--- config.mk ---
export PLATFORM = sky130hd
export DESIGN_NAME = ibus_sensor_telemetry_responder_unit
export DESIGN_NICKNAME = d
export VERILOG_FILES = /design/src/rtl/core/istr_pkg.sv /design/src/rtl/core/ibus_sensor_telemetry_responder_unit.sv /design/src/rtl/core/istr_front.sv /design/src/rtl/core/istr_queue.sv /design/src/rtl/core/istr_back.sv
export SDC_FILE = /design/constraint.sdc
export NUM_CORES = 1
export LEC_CHECK = 0
export BUFFER_PORTS_ARGS = -buffer_cell sky130_fd_sc_hd__buf_2
export CORE_UTILIZATION = 65
export CTS_CLUSTER_SIZE = 14
export DETAILED_ROUTE_END_ITERATION = 16
export HOLD_SLACK_MARGIN = 0.06
export PLACE_DENSITY_LB_ADDON = 0.15
export SYNTH_ARGS = -nofsm -noshare
export SYNTH_HDL_FRONTEND = slang
export SYNTH_SLANG_ARGS = --single-unit
--- constraint.sdc ---
create_clock -name clk_i -period 9.2 [get_ports clk_i]
set_clock_uncertainty 0.15 [all_clocks]
set_input_delay 0.46 -clock clk_i [delete_from_list [all_inputs] [get_ports clk_i]]
set_output_delay 0.46 -clock clk_i [all_outputs]
set_load 0.01 [all_outputs]
--- src/rtl/core/istr_pkg.sv ---
package istr_pkg;

  // Default number of sensor table entries.
  localparam int unsigned MAX_SENSORS_DEF = 15;

  // Entries in the queue between the command front end and the reply sender.
  localparam int unsigned QUEUE_DEPTH = 2;

  // Longest reply body, checksum not counted.
  localparam int unsigned BODY_MAX = 6;

  localparam logic [7:0]  CMD_LENGTH    = 8'd4;
  localparam logic [7:0]  GAP_MS_RESET  = 8'd3;
  localparam logic [7:0]  MS_SATURATED  = 8'hFF;
  localparam logic [15:0] CK_SEED       = 16'hFFFF;

  typedef enum logic [1:0] {
    REQ_BYTE  = 2'd0,
    REQ_TICK  = 2'd1,
    REQ_TABLE = 2'd2
  } req_kind_e;

  typedef enum logic [3:0] {
    CMD_DISCOVER = 4'h8,
    CMD_TYPE     = 4'h9,
    CMD_VALUE    = 4'hA
  } cmd_e;

  typedef enum logic [1:0] {
    CFG_SENSOR_COUNT = 2'd0,
    CFG_GAP_MS       = 2'd1
  } cfg_reg_e;

  typedef enum logic {
    BK_IDLE = 1'b0,
    BK_SEND = 1'b1
  } back_state_e;

  typedef struct packed {
    logic [1:0]  req_type;
    logic [7:0]  rx_byte;
    logic [3:0]  sensor_index;
    logic [7:0]  sensor_kind;
    logic        value_is_wide;
    logic [31:0] sensor_value;
  } req_t;

  typedef struct packed {
    logic [7:0] tx_byte;
    logic       last_byte;
  } rsp_t;

  // Reply body as assembled by the front end; the sender appends the checksum.
  typedef struct packed {
    logic [2:0]                   body_len;
    logic [BODY_MAX-1:0][7:0]     body;
  } reply_t;

endpackage

--- src/rtl/core/ibus_sensor_telemetry_responder_unit.sv ---
// Path: a reply is written into the reply queue by the request that completes its command, then
// loaded into the sender's body register and sent through its output register. Throughput: one
// request per cycle while the reply queue has room; one reply byte per cycle from the sender
// while the output is not stalled; a reply is up to eight bytes long. Reset: sensor table and
// partial command cleared, gap counter set to all ones (gap open), sensor_count 0, gap_ms 3.
module ibus_sensor_telemetry_responder_unit #(
  parameter int unsigned MaxSensors = istr_pkg::MAX_SENSORS_DEF
) (
  input  logic           clk_i,
  input  logic           rst_ni,
  input  logic           in_valid_i,
  output logic           in_stall_o,
  input  istr_pkg::req_t in_req_i,
  output logic           out_valid_o,
  input  logic           out_stall_i,
  output istr_pkg::rsp_t out_rsp_o,
  input  logic           cfg_valid_i,
  output logic           cfg_ready_o,
  input  logic [1:0]     cfg_index_i,
  input  logic [7:0]     cfg_data_i
);
  import istr_pkg::*;

  logic   q_push;
  logic   q_full;
  logic   q_valid;
  logic   q_pop;
  reply_t q_in;
  reply_t q_out;

  assign cfg_ready_o = 1'b1;
  assign in_stall_o  = q_full;

  istr_front #(
    .MaxSensors(MaxSensors)
  ) u_front (
    .clk_i      (clk_i),
    .rst_ni     (rst_ni),
    .in_valid_i (in_valid_i),
    .in_req_i   (in_req_i),
    .cfg_valid_i(cfg_valid_i),
    .cfg_index_i(cfg_index_i),
    .cfg_data_i (cfg_data_i),
    .q_full_i   (q_full),
    .q_push_o   (q_push),
    .q_data_o   (q_in)
  );

  istr_queue #(
    .Width($bits(reply_t)),
    .Depth(QUEUE_DEPTH)
  ) u_queue (
    .clk_i  (clk_i),
    .rst_ni (rst_ni),
    .push_i (q_push),
    .data_i (q_in),
    .full_o (q_full),
    .valid_o(q_valid),
    .data_o (q_out),
    .pop_i  (q_pop)
  );

  istr_back u_back (
    .clk_i      (clk_i),
    .rst_ni     (rst_ni),
    .q_valid_i  (q_valid),
    .q_data_i   (q_out),
    .q_pop_o    (q_pop),
    .out_valid_o(out_valid_o),
    .out_stall_i(out_stall_i),
    .out_rsp_o  (out_rsp_o)
  );

`ifndef SYNTH
  // The front end must never hand a reply to a full queue.
  a_no_overflow: assert property (@(posedge clk_i) disable iff (!rst_ni)
    !(q_push && q_full))
    else $error("reply pushed into a full queue");

  // Only a received byte can complete a command.
  a_push_on_byte: assert property (@(posedge clk_i) disable iff (!rst_ni)
    q_push |-> (in_req_i.req_type == REQ_BYTE))
    else $error("reply queued by a non-byte request");

  // After a reply's last byte is taken, the next byte shown opens a new reply.
  a_reply_start: assert property (@(posedge clk_i) disable iff (!rst_ni)
    (out_valid_o && !out_stall_i && out_rsp_o.last_byte) |=>
      (!out_valid_o || out_rsp_o.tx_byte == 8'd4 || out_rsp_o.tx_byte == 8'd6 ||
       out_rsp_o.tx_byte == 8'd8))
    else $error("reply does not start with a length byte");
`endif

endmodule

--- src/rtl/core/istr_front.sv ---
module istr_front #(
  parameter int unsigned MaxSensors = istr_pkg::MAX_SENSORS_DEF
) (
  input  logic             clk_i,
  input  logic             rst_ni,
  input  logic             in_valid_i,
  input  istr_pkg::req_t   in_req_i,
  input  logic             cfg_valid_i,
  input  logic [1:0]       cfg_index_i,
  input  logic [7:0]       cfg_data_i,
  input  logic             q_full_i,
  output logic             q_push_o,
  output istr_pkg::reply_t q_data_o
);
  import istr_pkg::*;

  localparam int unsigned SlotW = (MaxSensors > 1) ? $clog2(MaxSensors) : 1;
  localparam logic [3:0]  MaxId = 4'(MaxSensors);

  logic [3:0]  sensor_count_q;
  logic [7:0]  gap_q;
  logic [7:0]  ms_q;
  logic [7:0]  frame_q [3];
  logic [1:0]  fcount_q;
  logic [7:0]  type_q  [MaxSensors];
  logic        wide_q  [MaxSensors];
  logic [31:0] value_q [MaxSensors];

  logic             accept;
  logic             in_gap;
  logic             cmd_done;
  logic             len_ok;
  logic             ck_ok;
  logic [15:0]      ck_exp;
  logic [3:0]       id;
  logic [3:0]       nib;
  logic [3:0]       limit;
  logic             id_ok;
  logic [SlotW-1:0] rd_slot;
  logic [SlotW-1:0] wr_slot;
  logic             wr_ok;
  logic             known;
  reply_t           reply;
  logic [7:0]       rd_type;
  logic             rd_wide;
  logic [31:0]      rd_value;

  assign accept   = in_valid_i && !q_full_i;
  assign in_gap   = ms_q < gap_q;
  assign cmd_done = accept && (in_req_i.req_type == REQ_BYTE) && !in_gap && (fcount_q == 2'd3);

  assign len_ok = frame_q[0] == CMD_LENGTH;
  assign ck_exp = CK_SEED - {8'h00, frame_q[0]} - {8'h00, frame_q[1]};
  assign ck_ok  = ck_exp == {in_req_i.rx_byte, frame_q[2]};

  assign id    = frame_q[1][3:0];
  assign nib   = frame_q[1][7:4];
  assign limit = (sensor_count_q > MaxId) ? MaxId : sensor_count_q;
  assign id_ok = (id != 4'd0) && (id <= limit);

  assign rd_slot  = SlotW'(id - 4'd1);
  assign rd_type  = type_q[rd_slot];
  assign rd_wide  = wide_q[rd_slot];
  assign rd_value = value_q[rd_slot];

  assign wr_slot = SlotW'(in_req_i.sensor_index - 4'd1);
  assign wr_ok   = (in_req_i.sensor_index != 4'd0) && (in_req_i.sensor_index <= MaxId);

  always_comb begin
    reply         = '0;
    known         = 1'b1;
    reply.body[1] = frame_q[1];
    case (nib)
      CMD_DISCOVER: begin
        reply.body_len = 3'd2;
        reply.body[0]  = 8'd4;
      end
      CMD_TYPE: begin
        reply.body_len = 3'd4;
        reply.body[0]  = 8'd6;
        reply.body[2]  = rd_type;
        reply.body[3]  = rd_wide ? 8'd4 : 8'd2;
      end
      CMD_VALUE: begin
        reply.body_len = rd_wide ? 3'd6 : 3'd4;
        reply.body[0]  = rd_wide ? 8'd8 : 8'd6;
        reply.body[2]  = rd_value[7:0];
        reply.body[3]  = rd_value[15:8];
        reply.body[4]  = rd_value[23:16];
        reply.body[5]  = rd_value[31:24];
      end
      default: begin
        known = 1'b0;
      end
    endcase
  end

  assign q_push_o = cmd_done && len_ok && ck_ok && id_ok && known;
  assign q_data_o = reply;

  always_ff @(posedge clk_i or negedge rst_ni) begin
    if (!rst_ni) begin
      sensor_count_q <= '0;
      gap_q          <= GAP_MS_RESET;
    end else if (cfg_valid_i) begin
      case (cfg_index_i)
        CFG_SENSOR_COUNT: sensor_count_q <= cfg_data_i[3:0];
        CFG_GAP_MS:       gap_q          <= cfg_data_i;
        default: ;
      endcase
    end
  end

  // A byte that arrives inside the quiet gap drops any partial command.
  always_ff @(posedge clk_i or negedge rst_ni) begin
    if (!rst_ni) begin
      ms_q     <= MS_SATURATED;
      fcount_q <= '0;
      for (int i = 0; i < 3; i++) begin
        frame_q[i] <= '0;
      end
      for (int i = 0; i < int'(MaxSensors); i++) begin
        type_q[i]  <= '0;
        wide_q[i]  <= 1'b0;
        value_q[i] <= '0;
      end
    end else if (accept) begin
      case (in_req_i.req_type)
        REQ_BYTE: begin
          if (in_gap) begin
            fcount_q <= '0;
          end else if (fcount_q != 2'd3) begin
            frame_q[fcount_q] <= in_req_i.rx_byte;
            fcount_q          <= fcount_q + 2'd1;
          end else begin
            fcount_q <= '0;
            ms_q     <= '0;
          end
        end
        REQ_TICK: begin
          if (ms_q != MS_SATURATED) begin
            ms_q <= ms_q + 8'd1;
          end
        end
        REQ_TABLE: begin
          if (wr_ok) begin
            type_q[wr_slot]  <= in_req_i.sensor_kind;
            wide_q[wr_slot]  <= in_req_i.value_is_wide;
            value_q[wr_slot] <= in_req_i.sensor_value;
          end
        end
        default: ;
      endcase
    end
  end

endmodule

--- src/rtl/core/istr_queue.sv ---
module istr_queue #(
  parameter int unsigned Width = 8,
  parameter int unsigned Depth = 2
) (
  input  logic             clk_i,
  input  logic             rst_ni,
  input  logic             push_i,
  input  logic [Width-1:0] data_i,
  output logic             full_o,
  output logic             valid_o,
  output logic [Width-1:0] data_o,
  input  logic             pop_i
);

  localparam int unsigned PtrW = (Depth > 1) ? $clog2(Depth) : 1;
  localparam int unsigned CntW = $clog2(Depth + 1);

  logic [Width-1:0] mem_q [Depth];
  logic [PtrW-1:0]  wptr_q, wptr_d;
  logic [PtrW-1:0]  rptr_q, rptr_d;
  logic [CntW-1:0]  count_q, count_d;
  logic             do_push;
  logic             do_pop;

  assign full_o  = count_q == CntW'(Depth);
  assign valid_o = count_q != '0;
  assign data_o  = mem_q[rptr_q];
  assign do_push = push_i && !full_o;
  assign do_pop  = pop_i && valid_o;

  always_comb begin
    wptr_d  = wptr_q;
    rptr_d  = rptr_q;
    count_d = count_q;
    if (do_push) begin
      wptr_d = (wptr_q == PtrW'(Depth - 1)) ? '0 : wptr_q + PtrW'(1);
    end
    if (do_pop) begin
      rptr_d = (rptr_q == PtrW'(Depth - 1)) ? '0 : rptr_q + PtrW'(1);
    end
    if (do_push && !do_pop) begin
      count_d = count_q + CntW'(1);
    end else if (do_pop && !do_push) begin
      count_d = count_q - CntW'(1);
    end
  end

  always_ff @(posedge clk_i or negedge rst_ni) begin
    if (!rst_ni) begin
      wptr_q  <= '0;
      rptr_q  <= '0;
      count_q <= '0;
    end else begin
      wptr_q  <= wptr_d;
      rptr_q  <= rptr_d;
      count_q <= count_d;
    end
  end

  always_ff @(posedge clk_i) begin
    if (do_push) begin
      mem_q[wptr_q] <= data_i;
    end
  end

endmodule

--- src/rtl/core/istr_back.sv ---
module istr_back (
  input  logic             clk_i,
  input  logic             rst_ni,
  input  logic             q_valid_i,
  input  istr_pkg::reply_t q_data_i,
  output logic             q_pop_o,
  output logic             out_valid_o,
  input  logic             out_stall_i,
  output istr_pkg::rsp_t   out_rsp_o
);
  import istr_pkg::*;

  back_state_e state_q, state_d;
  reply_t      body_q;
  logic [2:0]  idx_q;
  logic [15:0] ck_q;
  logic        out_valid_q;
  rsp_t        out_q;

  logic       slot_free;
  logic       emit;
  logic       in_body;
  logic       is_last;
  logic [7:0] body_byte;
  logic [7:0] cur_byte;

  assign slot_free = !out_valid_q || !out_stall_i;
  assign in_body   = idx_q < body_q.body_len;
  assign is_last   = {1'b0, idx_q} == ({1'b0, body_q.body_len} + 4'd1);

  always_comb begin
    case (idx_q)
      3'd0:    body_byte = body_q.body[0];
      3'd1:    body_byte = body_q.body[1];
      3'd2:    body_byte = body_q.body[2];
      3'd3:    body_byte = body_q.body[3];
      3'd4:    body_byte = body_q.body[4];
      3'd5:    body_byte = body_q.body[5];
      default: body_byte = '0;
    endcase
  end

  // Output decode: the checksum low byte follows the body, then the high byte.
  always_comb begin
    emit = (state_q == BK_SEND) && slot_free;
    if (in_body) begin
      cur_byte = body_byte;
    end else if (!is_last) begin
      cur_byte = ck_q[7:0];
    end else begin
      cur_byte = ck_q[15:8];
    end
    q_pop_o = q_valid_i && ((state_q == BK_IDLE) || (emit && is_last));
  end

  always_comb begin
    state_d = state_q;
    case (state_q)
      BK_IDLE: begin
        if (q_pop_o) begin
          state_d = BK_SEND;
        end
      end
      BK_SEND: begin
        if (emit && is_last) begin
          state_d = q_pop_o ? BK_SEND : BK_IDLE;
        end
      end
      default: state_d = BK_IDLE;
    endcase
  end

  always_ff @(posedge clk_i or negedge rst_ni) begin
    if (!rst_ni) begin
      state_q     <= BK_IDLE;
      out_valid_q <= 1'b0;
    end else begin
      state_q <= state_d;
      if (slot_free) begin
        out_valid_q <= emit;
      end
    end
  end

  always_ff @(posedge clk_i) begin
    if (q_pop_o) begin
      body_q <= q_data_i;
      idx_q  <= '0;
      ck_q   <= CK_SEED;
    end else if (emit) begin
      idx_q <= idx_q + 3'd1;
      if (in_body) begin
        ck_q <= ck_q - {8'h00, cur_byte};
      end
    end
    if (emit) begin
      out_q.tx_byte   <= cur_byte;
      out_q.last_byte <= is_last;
    end
  end

  assign out_valid_o = out_valid_q;
  assign out_rsp_o   = out_q;

endmodule
# After elaboration in Yosys (flattened, before gate mapping)

Memories as Yosys holds them, arrays and structs flattened. A register that Yosys moved wholly into a read port is not among the register bits.
Cells that the tools add are included.
Widths: inputs -> output; s select.

Order comparisons: 10
Reduce and logical (&&, ||, !) cells: 43
Mux-type cells: 48
Equal/unequal tests: 21
Add/subtract/negate cells: 13
Bitwise operators: 5

Operator list:

| operator           | count |
|---|---|
| $bwmux 480         | 1 |
| $bmux 32 s4        | 1 |
| $demux 32 s4       | 1 |
| $bwmux 120         | 1 |
| $mux 32            | 3 |
| $mux 8             | 9 |
| $pmux 8 s6         | 1 |
| $bmux 8 s4         | 1 |
| $demux 8 s4        | 1 |
| $pmux 16 s2        | 1 |
| $sub 16x8->16      | 2 |
| $bwmux 24          | 1 |
| $pmux 8 s3         | 1 |
| $logic_and 1x1->1  | 19 |
| $demux 8 s2        | 1 |
| $eq 16x16->1       | 1 |
| $mux 16            | 1 |
| $pmux 8 s2         | 1 |
| $bwmux 15          | 1 |
| $eq 4x4->1 const B | 3 |
| $ge 5x5->1 const B | 2 |
| $mux 1             | 10 |
| $mux 2             | 5 |
| $not 4->5          | 2 |
| 45 further kinds   | 70 |

Bits in writable memories: 102
Flip-flop bits (word level): 695
Input bits: 70
Memories: 1
Output and inout port bits: 12

Memory list:

| memory        | depth | bits a word | rd ports | clocked after memory_dff | write ports | RTL line         | text |
|---|---|---|---|---|---|---|---|
| u_queue.mem_q | 2     | 51          | 1        | 1                        | 1           | istr_queue.sv:18 | `logic [Width-1:0] mem_q [Depth];` |

# Logic depth before layout (Yosys ltp)

Gate-level depths: netlist (run 1).

Word-level depth: 15
Mapped depth: 16

# Cells and area by module

A second synthesis (run 1) with hierarchy kept.

Cell total of the unflattened synthesis: 2478
Area, all modules: 38663.3 um2

By module, submodules not included:

| module                               | cells each | area each (um2) | times used | sequential area each (um2) |
|---|---|---|---|---|
| istr_front                           | 2025       | 30822.1         | 1          | 16553.4 |
| istr_queue                           | 178        | 4130.2          | 1          | 3163.0 |
| istr_back                            | 273        | 3699.8          | 1          | 2232.1 |
| ibus_sensor_telemetry_responder_unit | 2          | 11.3            | 1          | 0.0 |

# Worst setup path after synthesis (run 1)

No wires, ideal clock.

Path type: register to register
From: reg u_front.frame_q (netlist bit u_front.q_data_o[8])
To: mem u_queue.mem_q[0][10] (netlist name) (enable)
Required time: 8597 ps
Stages on the path, launching flop included: 10
Arrival: 4503 ps
Setup slack: 4094 ps
Path buffers: 0
Path through: dfrtp_1 > ha_1 > inv_1 > fa_1 > xor2_1 > a2111oi_2 > nand4_1 > a2111o_1 > nor4_4 > nor2b_1

Cells in the longest elaborated chain, start to end: 8

Ends and longest elaborated chain:

| item                              | RTL line          | text |
|---|---|---|
| start, declared                   | istr_front.sv:23  | `logic [7:0] frame_q [3];` |
| start signal, assigned by index   | istr_front.sv:133 | `frame_q[fcount_q] <= in_req_i.rx_byte;` |
| $sub 16x8->16                     | istr_front.sv:53  | `assign ck_exp = CK_SEED - {8'h00, frame_q[0]} - {8'h00, frame_q[1]};` |
| $eq 16x16->1                      | istr_front.sv:54  | `assign ck_ok = ck_exp == {in_req_i.rx_byte, frame_q[2]};` |
| $logic_and 1x1->1                 | istr_front.sv:98  | `assign q_push_o = cmd_done && len_ok && ck_ok && id_ok && known;` |
| $logic_and 1x1->1 * (2 in series) | istr_front.sv:98  |  |
| $logic_and 1x1->1 *               | istr_queue.sv:28  | `assign do_push = push_i && !full_o;` |
| $mux 1 *                          | istr_queue.sv:61  | `if (do_push) begin` |
| $mux 1 (implied by the code) *    | istr_queue.sv:62  | `mem_q[wptr_q] <= data_i;` |
| end, declared                     | istr_queue.sv:18  |  |

Every way passes the cells marked *; elsewhere a longest branch is shown, timed or not.

# Worst setup path in the final report (run 1)

From: reg u_back.idx_q[2]
To: reg u_back.ck_q[15]

Cells in the longest elaborated chain, start to end: 4

Ends and longest elaborated chain:

| item                                               | RTL line                         | text |
|---|---|---|
| start, declared                                    | istr_back.sv:15                  | `logic [2:0] idx_q;` |
| start signal, assigned                             | istr_back.sv:91                  | `idx_q <= idx_q + 3'd1;` |
| $eq 3x3->1, or another cell as far along           | istr_back.sv:32                  | `case (idx_q)` |
| $pmux 8 s6, or another cell as far along           | istr_back.sv:32                  |  |
| $mux 8 or $logic_or 1x1->1 (tied branches)         | istr_back.sv:46, istr_back.sv:53 |  |
| $sub 16x8->16 or $logic_and 1x1->1 (tied branches) | istr_back.sv:93, istr_back.sv:53 |  |
| end signal, assigned                               | istr_back.sv:93                  | `ck_q <= ck_q - {8'h00, cur_byte};` |
| end, declared                                      | istr_back.sv:16                  | `logic [15:0] ck_q;` |

Parallel ways exist; a longest one is shown, timed or not.
A chain may end at the register's enable or synchronous reset.

==> impl_metrics.py, run 1 <==
metrics = {
    "placed_design": {
        "post-place-ws_ps": 4280,
        "hpwl_mm": 46.2,
        "dpl.cell_count": 3109,
        "place_congestion": 0.832,
        "numPortBuffers": 80,
    },
    "sta": {
        "slew_viol_final": 0,
        "hold_viol": 0,
        "finalSetupViolations": 0,
        "slew_headroom": 0.128,
        "rsz0062_at_grt": "false",
        "fmax_mhz": 201,
        "post-route-period-util": 0.542,
        "finalCriticalPeriod_ps": 4990,
        "worst_pin_slew_ps": 1310,
        "setup_tns_ps": 0,
        "setup_slack_ps": 4210,
    },
    "min_path": {
        "hold_class": "input pin to flip-flop",
        "worstHoldPathCells": 4,
        "min_from": "cfg_index_i[1]",
        "whs_endpoint": "u_front.sensor_count_q[1]$_DFFE_PN0P_",
    },
    "routing": {
        "route.detailed.drc": 0,
        "drt_iter0_markers": 1625,
        "drt_first_pass_iters": 5,
        "dr_total_vias": 21200,
        "drt-total-wl_mm": 85.6,
        "ant_nets": 0,
        "routedWlPerCell_um": 26.0,
        "vias_per_cell": 6.43,
    },
    "die": {
        "pin_count": 82,
        "initial_core_util": 0.661,
        "die_w_um": 242,
        "rows": 87,
        "core_area_sq_um": 56600,
        "die_y_um": 242,
        "dieArea_sq_um": 58500,
    },
    "run": {
        "cap_violations": 0,
    },
    "clocking": {
        "htreeDepth": 3,
        "clockBufferDepth": 3,
        "tritoncts": "built",
        "cts_buffers": 84,
        "cts.sinks": 830,
        "cts_root_buffer": "clkbuf_16",
        "post_cts_resize_count": 0,
        "path_clk_slew_ps": 60,
        "clock_latency_ps": 630,
    },
    "pwr": {
        "internal_power_mw": 7.47,
        "ir_drop_mv": 0.196,
        "switching_power_mw": 3.04,
        "power.share.clock": 0.327,
        "p_seq_frac": 0.428,
        "pwr-share-comb": 0.246,
        "cellPowerDensity_nw_per_um2": 253,
        "switching_share": 0.289,
        "p_leak_nw": 18.4,
    },
    "final_layout": {
        "area_growth_pct": 10.9,
        "final_layout_size_suffix_gt1_frac": 0.445,
        "fin_cells": 3291,
        "nNetsFinal": 2576,
    },
    "synthesis": {
        "synth-seq-area-share": 0.572,
        "synth_most_common_cell": "mux2_2",
        "synth-edff-count": 144,
        "synth_commonest_cells": "670 x mux2_2, 657 x dfrtp_1, 164 x mux4_2, 144 x edfxtp_1, 90 x clkbuf_1",
        "syn_nets": 2526,
        "async_reset_ff_frac": 0.804,
        "synth_area_leaders": "dfrtp_1 44%, mux2_2 20%, edfxtp_1 12%",
        "yosys_register_bits": 830,
        "yosys_warnings": 0,
        "avgSynthCellArea_sq_um": 15.5,
        "synth_cell_types": 64,
        "ys.flop_type": "dfrtp_1",
        "yosysTopAreaCell": "dfrtp_1",
        "yosysTopAreaCellShare": 0.439,
        "synth_area_sq_um": 37400,
        "synth_cells": 2412,
    },
    "critical_path": {
        "crit_fanout": 19,
        "r2r-end": "u_back.ck_q[15]$_SDFFE_PP1P_",
        "r2r-start": "u_back.idx_q[2]$_SDFFE_PP0P_",
        "crit_family": "compound AO/OA/AOI/OAI gates",
        "cp_slowest_cell": "o311ai_0",
        "crit_buf_inv": 0,
        "crit_path_cell_trace": "ha_1 -> nand2b_1 -> nor2b_1 -> o21ai_1 -> o22a_1 -> ha_1 -> nor2b_1 -> o21ai_0 -> a21boi_0 -> o311ai_0 -> nand3_1 -> xor2_1 -> nand2_1",
        "worst-setup-path-type": "flip-flop to flip-flop",
        "r2r_cells": 13,
        "crit_required_ps": 9560,
        "arrival_ps": 5340,
        "start_kind": "flip-flop",
        "slowest_delay_ps": 930,
        "end_kind": "flip-flop",
        "reg2reg_slack_ps": 4210,
    },
    "global_route": {
        "grt_usage": 0.302,
        "grt_overflow": 0,
        "grt_pass1_vias": 22700,
        "grt_max_degree": 185,
        "antenna_found_initial": 7,
        "grt_pass1_wl_mm": 134,
    },
    "outcome": {
        "status": "finished clean",
    },
}
[cell families (layout without fill, tap and decap cells)]
kind of cell,after synthesis,after routing,share of synthesized area
buf+inv,221,338,0.0248
simple gates,206,206,0.0295
compound gates,163,163,0.0283
flops,830,830,0.572
fa+ha+maj,44,44,0.0151
other cells,1,7,0.000100
xor+xnor,37,37,0.00866
mux,910,910,0.321
[layout make-up]
type,instances,area (sq um)
well taps,756,946
fillers,3541,15100
inverters,49,184
clock inverters,20,209
diodes,6,15.0
multi-input cells,1361,15200
clock buffers,133,2590
repair buffers,136,926
flip-flops and latches,830,21400
[tightest hold or removal path, cell delays in order]
cell     delay, ps
buf_2           80
nor3b_1        100
nand2_1         80
o21ai_0         70
[state kept, by name, indices dropped and copies added (netlist names), 9 cells and up]
signal and cells:
u_back.body_q 45, u_back.ck_q 16, u_back.out_rsp_o 9, u_front.frame_q 16, u_front.type_q 120, u_front.value_q 480
u_front.wide_q 15, u_queue.mem_q 90
[layer usage]
layer,up-vias,wire [um],track usage
li1,9079,-,-
met3,173,4160,0.0503
met4,8,2380,0.0962
met1,11300,35900,0.415
met5,-,53,0
met2,568,43100,0.499
[power groups by stage]
stage,Clock [mW],Combinational (mW),Sequential [mW]
after global placement,0,2.48,4.51
after CTS,3.47,2.58,4.48
after detailed placement,0,2.55,4.55
after floorplan,0,1.93,4.43
final,3.43,2.58,4.49
after global routing,3.62,2.79,4.54
[layout by cell type, fill, tap and decap left out, types with 6 or more instances in the layout]
cell type and n:
nor2_4 6, mux4_2 164, o22a_1 6, diode_2 6
edfxtp_1 144, buf_2 79, clkinv_2 13, nor2_1 24
and3_1 6, dfxtp_1 19, clkbuf_1 24, mux2_1 26
clkbuf_16 89, buf_4 30, nor2b_1 6, inv_1 47
mux2i_1 50, dfstp_2 10, ha_1 41, a22o_1 12
dfrtp_1 655, o21ai_0 61, o211ai_1 6, nand3_1 7
xnor2_1 27, nand2_1 72, mux2_2 670, xor2_1 8
and2_1 25, clkbuf_8 20, dlygate4sd3_1 23, nand2b_1 10
o21a_1 7, a221oi_1 8, nand4_1 8, a21oi_1 25
[stage by stage]
stage	cell area, sq um	power, mW	hold WS, ps	util
2_1_floorplan	37400	6.36	14.4	-
3_3_place_gp	38500	7.00	313	0.680
3_5_place_dp	38500	7.10	321	0.680
4_1_cts	41500	10.5	68.2	0.733
5_1_grt	41500	11.0	104	0.733
6_report	41500	10.5	82.3	0.734
[timing repair]
item / in CTS / in global routing
hold buffers: 23 / 0
setup buffers: 0 / 0
setup endpoints to repair: 0 / 0
endpoints found under the hold margin: 136 / 0
[worst max path at each step]
stage | cells after the start | slack, ps | to | start
2_1_floorplan | 9 | 4090 | u_queue.mem_q[0][10]$_DFFE_PP_ | u_front.q_data_o[8]$_DFFE_PN0P_
3_3_place_gp | 7 | 4440 | u_queue.mem_q[0][44]$_DFFE_PP_ | u_front.q_data_o[8]$_DFFE_PN0P_
3_5_place_dp | 13 | 4280 | u_back.ck_q[15]$_SDFFE_PP1P_ | u_back.idx_q[2]$_SDFFE_PP0P_
4_1_cts | 13 | 4250 | u_back.ck_q[15]$_SDFFE_PP1P_ | u_back.idx_q[2]$_SDFFE_PP0P_
5_1_grt | 13 | 3640 | u_back.ck_q[15]$_SDFFE_PP1P_ | u_back.idx_q[2]$_SDFFE_PP0P_
6_report | 13 | 4210 | u_back.ck_q[15]$_SDFFE_PP1P_ | u_back.idx_q[2]$_SDFFE_PP0P_
Note: power is estimated with default switching activity, not from simulation.
==> run 2, diff against run 1 <==
--- a/config.mk
+++ b/config.mk
@@ -6,7 +6,7 @@
 export NUM_CORES = 1
 export LEC_CHECK = 0
 export BUFFER_PORTS_ARGS = -buffer_cell sky130_fd_sc_hd__buf_2
-export CORE_UTILIZATION = 65
+export CORE_UTILIZATION = 63
 export CTS_CLUSTER_SIZE = 14
 export DETAILED_ROUTE_END_ITERATION = 16
 export HOLD_SLACK_MARGIN = 0.06
==> constraint.sdc (replaced) <==
create_clock -name clk_i -period 4.85 [get_ports clk_i]
set_clock_uncertainty 0.15 [all_clocks]
set_input_delay 0.2425 -clock clk_i [delete_from_list [all_inputs] [get_ports clk_i]]
set_output_delay 0.2425 -clock clk_i [all_outputs]
set_load 0.01 [all_outputs]
==> impl_metrics.py, run 2 (synthesis gave the netlist of run 1 again) <==
metrics = {
    "sta": {
        "slew_viol_final": 0,
        "hold_viol": 0,
        "worst_pin_slew_ps": 1110,
        "whs_ps": 160,
        "finalSetupViolations": 0,
        "slew_headroom": 0.258,
        "fmax_mhz": 244,
        "post-route-period-util": 0.845,
        "finalCriticalPeriod_ps": 4100,
        "rsz0062_at_grt": "false",
        "setup_tns_ps": 0,
    },
    "routing": {
        "ant_nets": 0,
        "drt-total-wl_mm": 84.3,
        "dr_total_vias": 21200,
        "drt_first_pass_iters": 6,
        "drt_iter0_markers": 1400,
        "route.detailed.drc": 0,
        "routedWlPerCell_um": 25.1,
        "vias_per_cell": 6.30,
    },
    "clocking": {
        "tritoncts": "built",
        "cts_root_buffer": "clkbuf_16",
        "path_clk_slew_ps": 60,
        "cts_buffers": 84,
        "cts.sinks": 830,
        "htreeDepth": 3,
        "clock_latency_ps": 620,
        "clockBufferDepth": 3,
        "cts_setup_buffers": 0,
    },
    "global_route": {
        "grt_usage": 0.292,
        "grt_pass1_wl_mm": 134,
        "antenna_found_initial": 4,
        "grt_pass1_vias": 22700,
        "grt_overflow": 0,
        "grt_max_degree": 144,
    },
    "pwr": {
        "switching_power_mw": 5.74,
        "switching_share": 0.290,
        "p_leak_nw": 18.6,
        "ir_drop_mv": 0.448,
        "power.share.clock": 0.316,
        "pwr-share-comb": 0.257,
        "p_seq_frac": 0.427,
        "cellPowerDensity_nw_per_um2": 470,
        "internal_power_mw": 14.1,
    },
    "final_layout": {
        "largest-register": "u_front.value_q",
        "multi_input_area_sq_um": 15200,
        "layout_common_cells": "670 x mux2_2, 655 x dfrtp_1, 164 x mux4_2",
        "nNetsFinal": 2645,
        "final_layout_size_suffix_gt1_frac": 0.439,
        "ff_latch_area_sq_um": 21400,
        "largest_reg_flops": 480,
        "layout_commonest_cell": "mux2_2",
        "largestRegisters": "u_front.value_q: 480 flops, u_front.type_q: 120 flops, u_queue.mem_q: 90 flops",
        "area_growth_pct": 12.6,
        "fill_cells": 3673,
    },
    "critical_path": {
        "reg2reg_slack_ps": 750,
        "crit_start": "u_back.idx_q[2]$_SDFFE_PP0P_",
        "crit_required_ps": 5200,
        "slowest_delay_ps": 520,
        "crit_family": "compound AO/OA/AOI/OAI gates",
        "start_kind": "flip-flop",
        "r2r_cells": 14,
        "crit_fanout": 19,
        "end_kind": "flip-flop",
        "crit_buf_inv": 2,
        "cp_slowest_cell": "nor2b_1",
        "crit_path_cell_trace": "buf_4 -> ha_1 -> nand2b_1 -> nor2b_1 -> o21ai_1 -> o22a_1 -> ha_1 -> a21o_1 -> or2_2 -> o311ai_0 -> buf_4 -> nand3_1 -> xor2_1 -> nand2_1",
        "worst-setup-path-type": "flip-flop to flip-flop",
        "r2r-start": "u_back.idx_q[2]$_SDFFE_PP0P_",
        "r2r-end": "u_back.ck_q[15]$_SDFFE_PP1P_",
        "arrival_ps": 4450,
    },
    "die": {
        "die_w_um": 246,
        "initial_core_util": 0.643,
        "rows": 88,
        "dieArea_sq_um": 60400,
        "pin_count": 82,
        "die_y_um": 246,
        "core_area_sq_um": 58200,
    },
    "run": {
        "cap_violations": 0,
    },
    "placed_design": {
        "hpwl_mm": 48.6,
        "numPortBuffers": 80,
        "place_congestion": 0.875,
    },
    "outcome": {
        "status": "finished clean",
    },
    "min_path": {
        "hold_class": "input pin to asynchronous set/reset pin",
    },
}
[run 2: changes by cell type in the layout (fill, tap and decap cells not counted), sizes merged, moves of 2 or more]
| cell | previous run | this run |
|---|---|---|
| dlygate4sd3 | 23 | 75 |
| buf | 113 | 130 |
| clkbuf | 133 | 126 |
| clkinv | 15 | 19 |
| diode | 6 | 2 |
| bufinv | 3 | 1 |
[run 2: worst register-to-register path, stage by stage (launching register included)]
cell,delay (ps)
dfxtp_1,300
buf_4,190
ha_1,330
nand2b_1,110
nor2b_1,520
o21ai_1,380
o22a_1,350
ha_1,370
a21o_1,210
or2_2,280
o311ai_0,300
buf_4,200
nand3_1,90
xor2_1,150
nand2_1,60
[run 2: worst max-delay path by stage]
stage                                          end  slack (ps)  depth (start not counted)
floorplan           u_queue.mem_q[0][10]$_DFFE_PP_         590                          9
global placement    u_queue.mem_q[1][35]$_DFFE_PP_         790                          9
detailed placement  u_queue.mem_q[1][38]$_DFFE_PP_         730                          9
CTS                 u_queue.mem_q[1][28]$_DFFE_PP_         700                          9
global route          u_back.ck_q[15]$_SDFFE_PP1P_         410                         15
finish                u_back.ck_q[15]$_SDFFE_PP1P_         750                         14
[run 2: power groups by stage]
stage	sequential, mW	combinational [mW]	clock, mW
after global placement	8.51	4.91	0
after detailed placement	8.57	5.02	0
after global routing	8.56	5.49	6.63
final	8.47	5.08	6.26
after floorplan	8.40	3.66	0
after CTS	8.45	5.10	6.35
[run 2: through the flow]
stage / total power, mW / cells / utilization / cell area [sq um] / setup WS (ps)
2_1_floorplan: 12.1 / 2412 / - / 37400 / 589
3_3_place_gp: 13.4 / 3135 / 0.665 / 38700 / 792
3_5_place_dp: 13.6 / 3135 / 0.665 / 38700 / 726
4_1_cts: 19.9 / 3359 / 0.723 / 42100 / 698
5_1_grt: 20.7 / 3359 / 0.723 / 42100 / 409
6_report: 19.8 / 3361 / 0.723 / 42100 / 752
[run 2: metal layers]
| metal | track usage | wire length (um) |
|---|---|---|
| met2 | 0.488 | 42600 |
| met3 | 0.0431 | 3560 |
| met5 | 0 | 10 |
| met4 | 0.0745 | 1740 |
| met1 | 0.405 | 36400 |
[run 2: layout make-up]
| class | count | area share |
|---|---|---|
| Inverter | 49 | 0.00436 |
| Clock buffer | 126 | 0.0594 |
| Antenna cell | 2 | 0.000119 |
| Tap cell | 765 | 0.0227 |
| Multi-Input combinational cell | 1361 | 0.362 |
| Sequential cell | 830 | 0.508 |
| Timing Repair Buffer | 205 | 0.0400 |
| Clock inverter | 23 | 0.00359 |
[run 2: timing repair]
item	in CTS	in global routing
hold endpoints to repair	779	0
resized for setup	0	0
hold buffers	75	0
==> run 3, diff against run 2 <==
--- a/config.mk
+++ b/config.mk
@@ -6,7 +6,7 @@
 export NUM_CORES = 1
 export LEC_CHECK = 0
 export BUFFER_PORTS_ARGS = -buffer_cell sky130_fd_sc_hd__buf_2
-export CORE_UTILIZATION = 63
+export CORE_UTILIZATION = 57
 export CTS_CLUSTER_SIZE = 14
 export DETAILED_ROUTE_END_ITERATION = 16
 export HOLD_SLACK_MARGIN = 0.06
==> constraint.sdc (replaced) <==
create_clock -name clk_i -period 3.53 [get_ports clk_i]
set_clock_uncertainty 0.15 [all_clocks]
set_input_delay 0.1765 -clock clk_i [delete_from_list [all_inputs] [get_ports clk_i]]
set_output_delay 0.1765 -clock clk_i [all_outputs]
set_load 0.01 [all_outputs]
==> impl_metrics.py, run 3 (synthesis gave the netlist of run 1 again) <==
metrics = {
    "critical_path": {
        "worst-setup-path-type": "flip-flop to flip-flop",
        "crit_required_ps": 3880,
        "cp_common_cell": "xor2_1",
        "cp_slowest_cell": "dfrtp_4",
        "slowest_delay_ps": 490,
        "r2r-start": "u_front.q_data_o[8]$_DFFE_PN0P_",
        "crit_path_cell_trace": "ha_4 -> inv_2 -> fa_2 -> xor2_1 -> a2111oi_2 -> nand4_1 -> a2111o_1 -> nor4_4 -> buf_4 -> ha_4 -> xor2_1 -> nor2_2 -> xor2_1",
        "r2r_cells": 13,
        "start_kind": "flip-flop",
        "r2r-end": "u_queue.count_q[1]$_DFFE_PN0P_",
        "crit_fanout": 4,
        "reg2reg_slack_ps": 60,
        "end_kind": "flip-flop",
        "arrival_ps": 3820,
    },
    "die": {
        "initial_core_util": 0.578,
        "pin_count": 82,
        "rows": 93,
        "die_w_um": 258,
        "core_area_sq_um": 64700,
        "dieArea_sq_um": 66700,
        "die_y_um": 258,
    },
    "placed_design": {
        "placed_area_sq_um": 39200,
        "numPortBuffers": 80,
        "dpl.cell_count": 3252,
        "hpwl_mm": 51.7,
        "place_congestion": 0.832,
        "post-place-ws_ps": -126,
    },
    "global_route": {
        "grt_usage": 0.277,
        "grt_pass1_wl_mm": 140,
        "antenna_found_initial": 4,
        "grt_overflow": 0,
        "grt_pass1_vias": 23300,
        "grt_max_degree": 82,
    },
    "clocking": {
        "path_clk_slew_ps": 60,
        "cts_buffers": 86,
        "cts.sinks": 830,
        "clock_latency_ps": 650,
        "clockBufferDepth": 3,
        "htreeDepth": 3,
        "tritoncts": "built",
        "cts_root_buffer": "clkbuf_16",
    },
    "final_layout": {
        "largest_reg_flops": 480,
        "final_layout_size_suffix_gt1_frac": 0.461,
        "final_cell_area_sq_um": 43300,
        "layout_common_cells": "670 x mux2_2, 655 x dfrtp_1, 164 x mux4_2",
        "area_growth_pct": 15.7,
        "nNetsFinal": 2684,
        "fill_cells": 4550,
        "layout_commonest_cell": "mux2_2",
        "largest-register": "u_front.value_q",
        "final_util": 0.669,
        "fin_cells": 3501,
        "largestRegisters": "u_front.value_q: 480 flops, u_front.type_q: 120 flops, u_queue.mem_q: 90 flops",
    },
    "sta": {
        "rsz0062_at_grt": "true",
        "finalSetupViolations": 0,
        "finalCriticalPeriod_ps": 3470,
        "post-route-period-util": 0.983,
        "slew_headroom": 0.0907,
        "whs_ps": 137,
        "setup_tns_ps": 0,
        "hold_viol": 0,
        "fmax_mhz": 288,
        "worst_pin_slew_ps": 1360,
        "slew_viol_final": 0,
        "setup_slack_ps": 59.0,
    },
    "routing": {
        "vias_per_cell": 6.19,
        "drt_iter0_markers": 1515,
        "drt-total-wl_mm": 89.8,
        "route.detailed.drc": 0,
        "drt_first_pass_iters": 5,
        "dr_total_vias": 21700,
        "ant_nets": 0,
        "routedWlPerCell_um": 25.7,
    },
    "pwr": {
        "p_leak_nw": 19.1,
        "switching_power_mw": 8.19,
        "pwr-share-comb": 0.260,
        "ir_drop_mv": 0.538,
        "p_seq_frac": 0.411,
        "power.share.clock": 0.329,
        "p_total_mw": 28.3,
        "switching_share": 0.289,
        "cellPowerDensity_nw_per_um2": 654,
        "internal_power_mw": 20.1,
    },
    "min_path": {
        "whs_endpoint": "u_front.type_q[4]$_DFFE_PN0P_",
        "worstHoldPathCells": 3,
        "hold_class": "input pin to flip-flop",
        "min_from": "in_req_i[42]",
    },
    "run": {
        "cap_violations": 0,
    },
    "outcome": {
        "status": "finished clean",
    },
}
[run 3: worst max-delay path: cells and delay by family (launching register included)]
kind,cells,cell delay [ps]
AO/OA/AOI/OAI,2,690
AND/OR/NAND/NOR,3,530
XOR/XNOR,3,540
adder cells (fa/ha/maj),3,710
flip-flops,1,490
buffers and inverters,2,220
[run 3: cell type report]
| cell class | instances | area (sq um) | share of cell area |
|---|---|---|---|
| repair buffers | 242 | 2270 | 0.0525 |
| clock buffers | 123 | 2580 | 0.0597 |
| multi-input cells | 1361 | 15400 | 0.355 |
| clock inverters | 39 | 385 | 0.00890 |
| inverters | 49 | 184 | 0.00425 |
| flip-flops and latches | 830 | 21400 | 0.494 |
| diodes | 2 | 5.00 | 0.000116 |
| well taps | 855 | 1070 | 0.0247 |
[run 3: what timing repair did]
item,4_1_cts,5_1_grt
pin swaps,1,9
gates cloned,0,3
resized for setup,5,40
endpoints found under the setup margin,8,103
setup buffers,0,4
endpoints found under the hold margin,1333,0
hold buffers,78,0
[run 3: worst max-delay path by stage]
stage	startpoint	end	slack, ps	depth (start not counted)
2_1_floorplan	u_front.frame_q[16]$_DFFE_PN0P_	u_queue.mem_q[0][10]$_DFFE_PP_	-10	9
3_3_place_gp	u_back.idx_q[0]$_SDFFE_PP0P_	u_back.ck_q[15]$_SDFFE_PP1P_	-50	15
3_5_place_dp	u_back.idx_q[0]$_SDFFE_PP0P_	u_back.ck_q[15]$_SDFFE_PP1P_	-130	15
4_1_cts	u_back.idx_q[1]$_SDFFE_PP0P_	u_back.ck_q[12]$_SDFFE_PP1P_	-8	14
5_1_grt	u_front.q_data_o[8]$_DFFE_PN0P_	u_queue.count_q[1]$_DFFE_PN0P_	-80	13
6_report	u_front.q_data_o[8]$_DFFE_PN0P_	u_queue.count_q[1]$_DFFE_PN0P_	60	13
[run 3: power groups by stage]
stage	logic [mW]	registers, mW	clock network [mW]
floorplan	5.04	11.5	0
detailed placement	7.02	11.8	0
global placement	6.82	11.7	0
finish	7.36	11.6	9.31
global route	7.96	11.8	9.84
CTS	7.17	11.6	9.47
[run 3: layer usage]
layer | share of wire | vias up | global-route usage
met3 | 0.049 | 143 | 0.0517
met5 | 0.00014 | - | 0
met2 | 0.48 | 499 | 0.438
met4 | 0.023 | 2 | 0.0761
met1 | 0.45 | 11700 | 0.396
li1 | - | 9301 | -
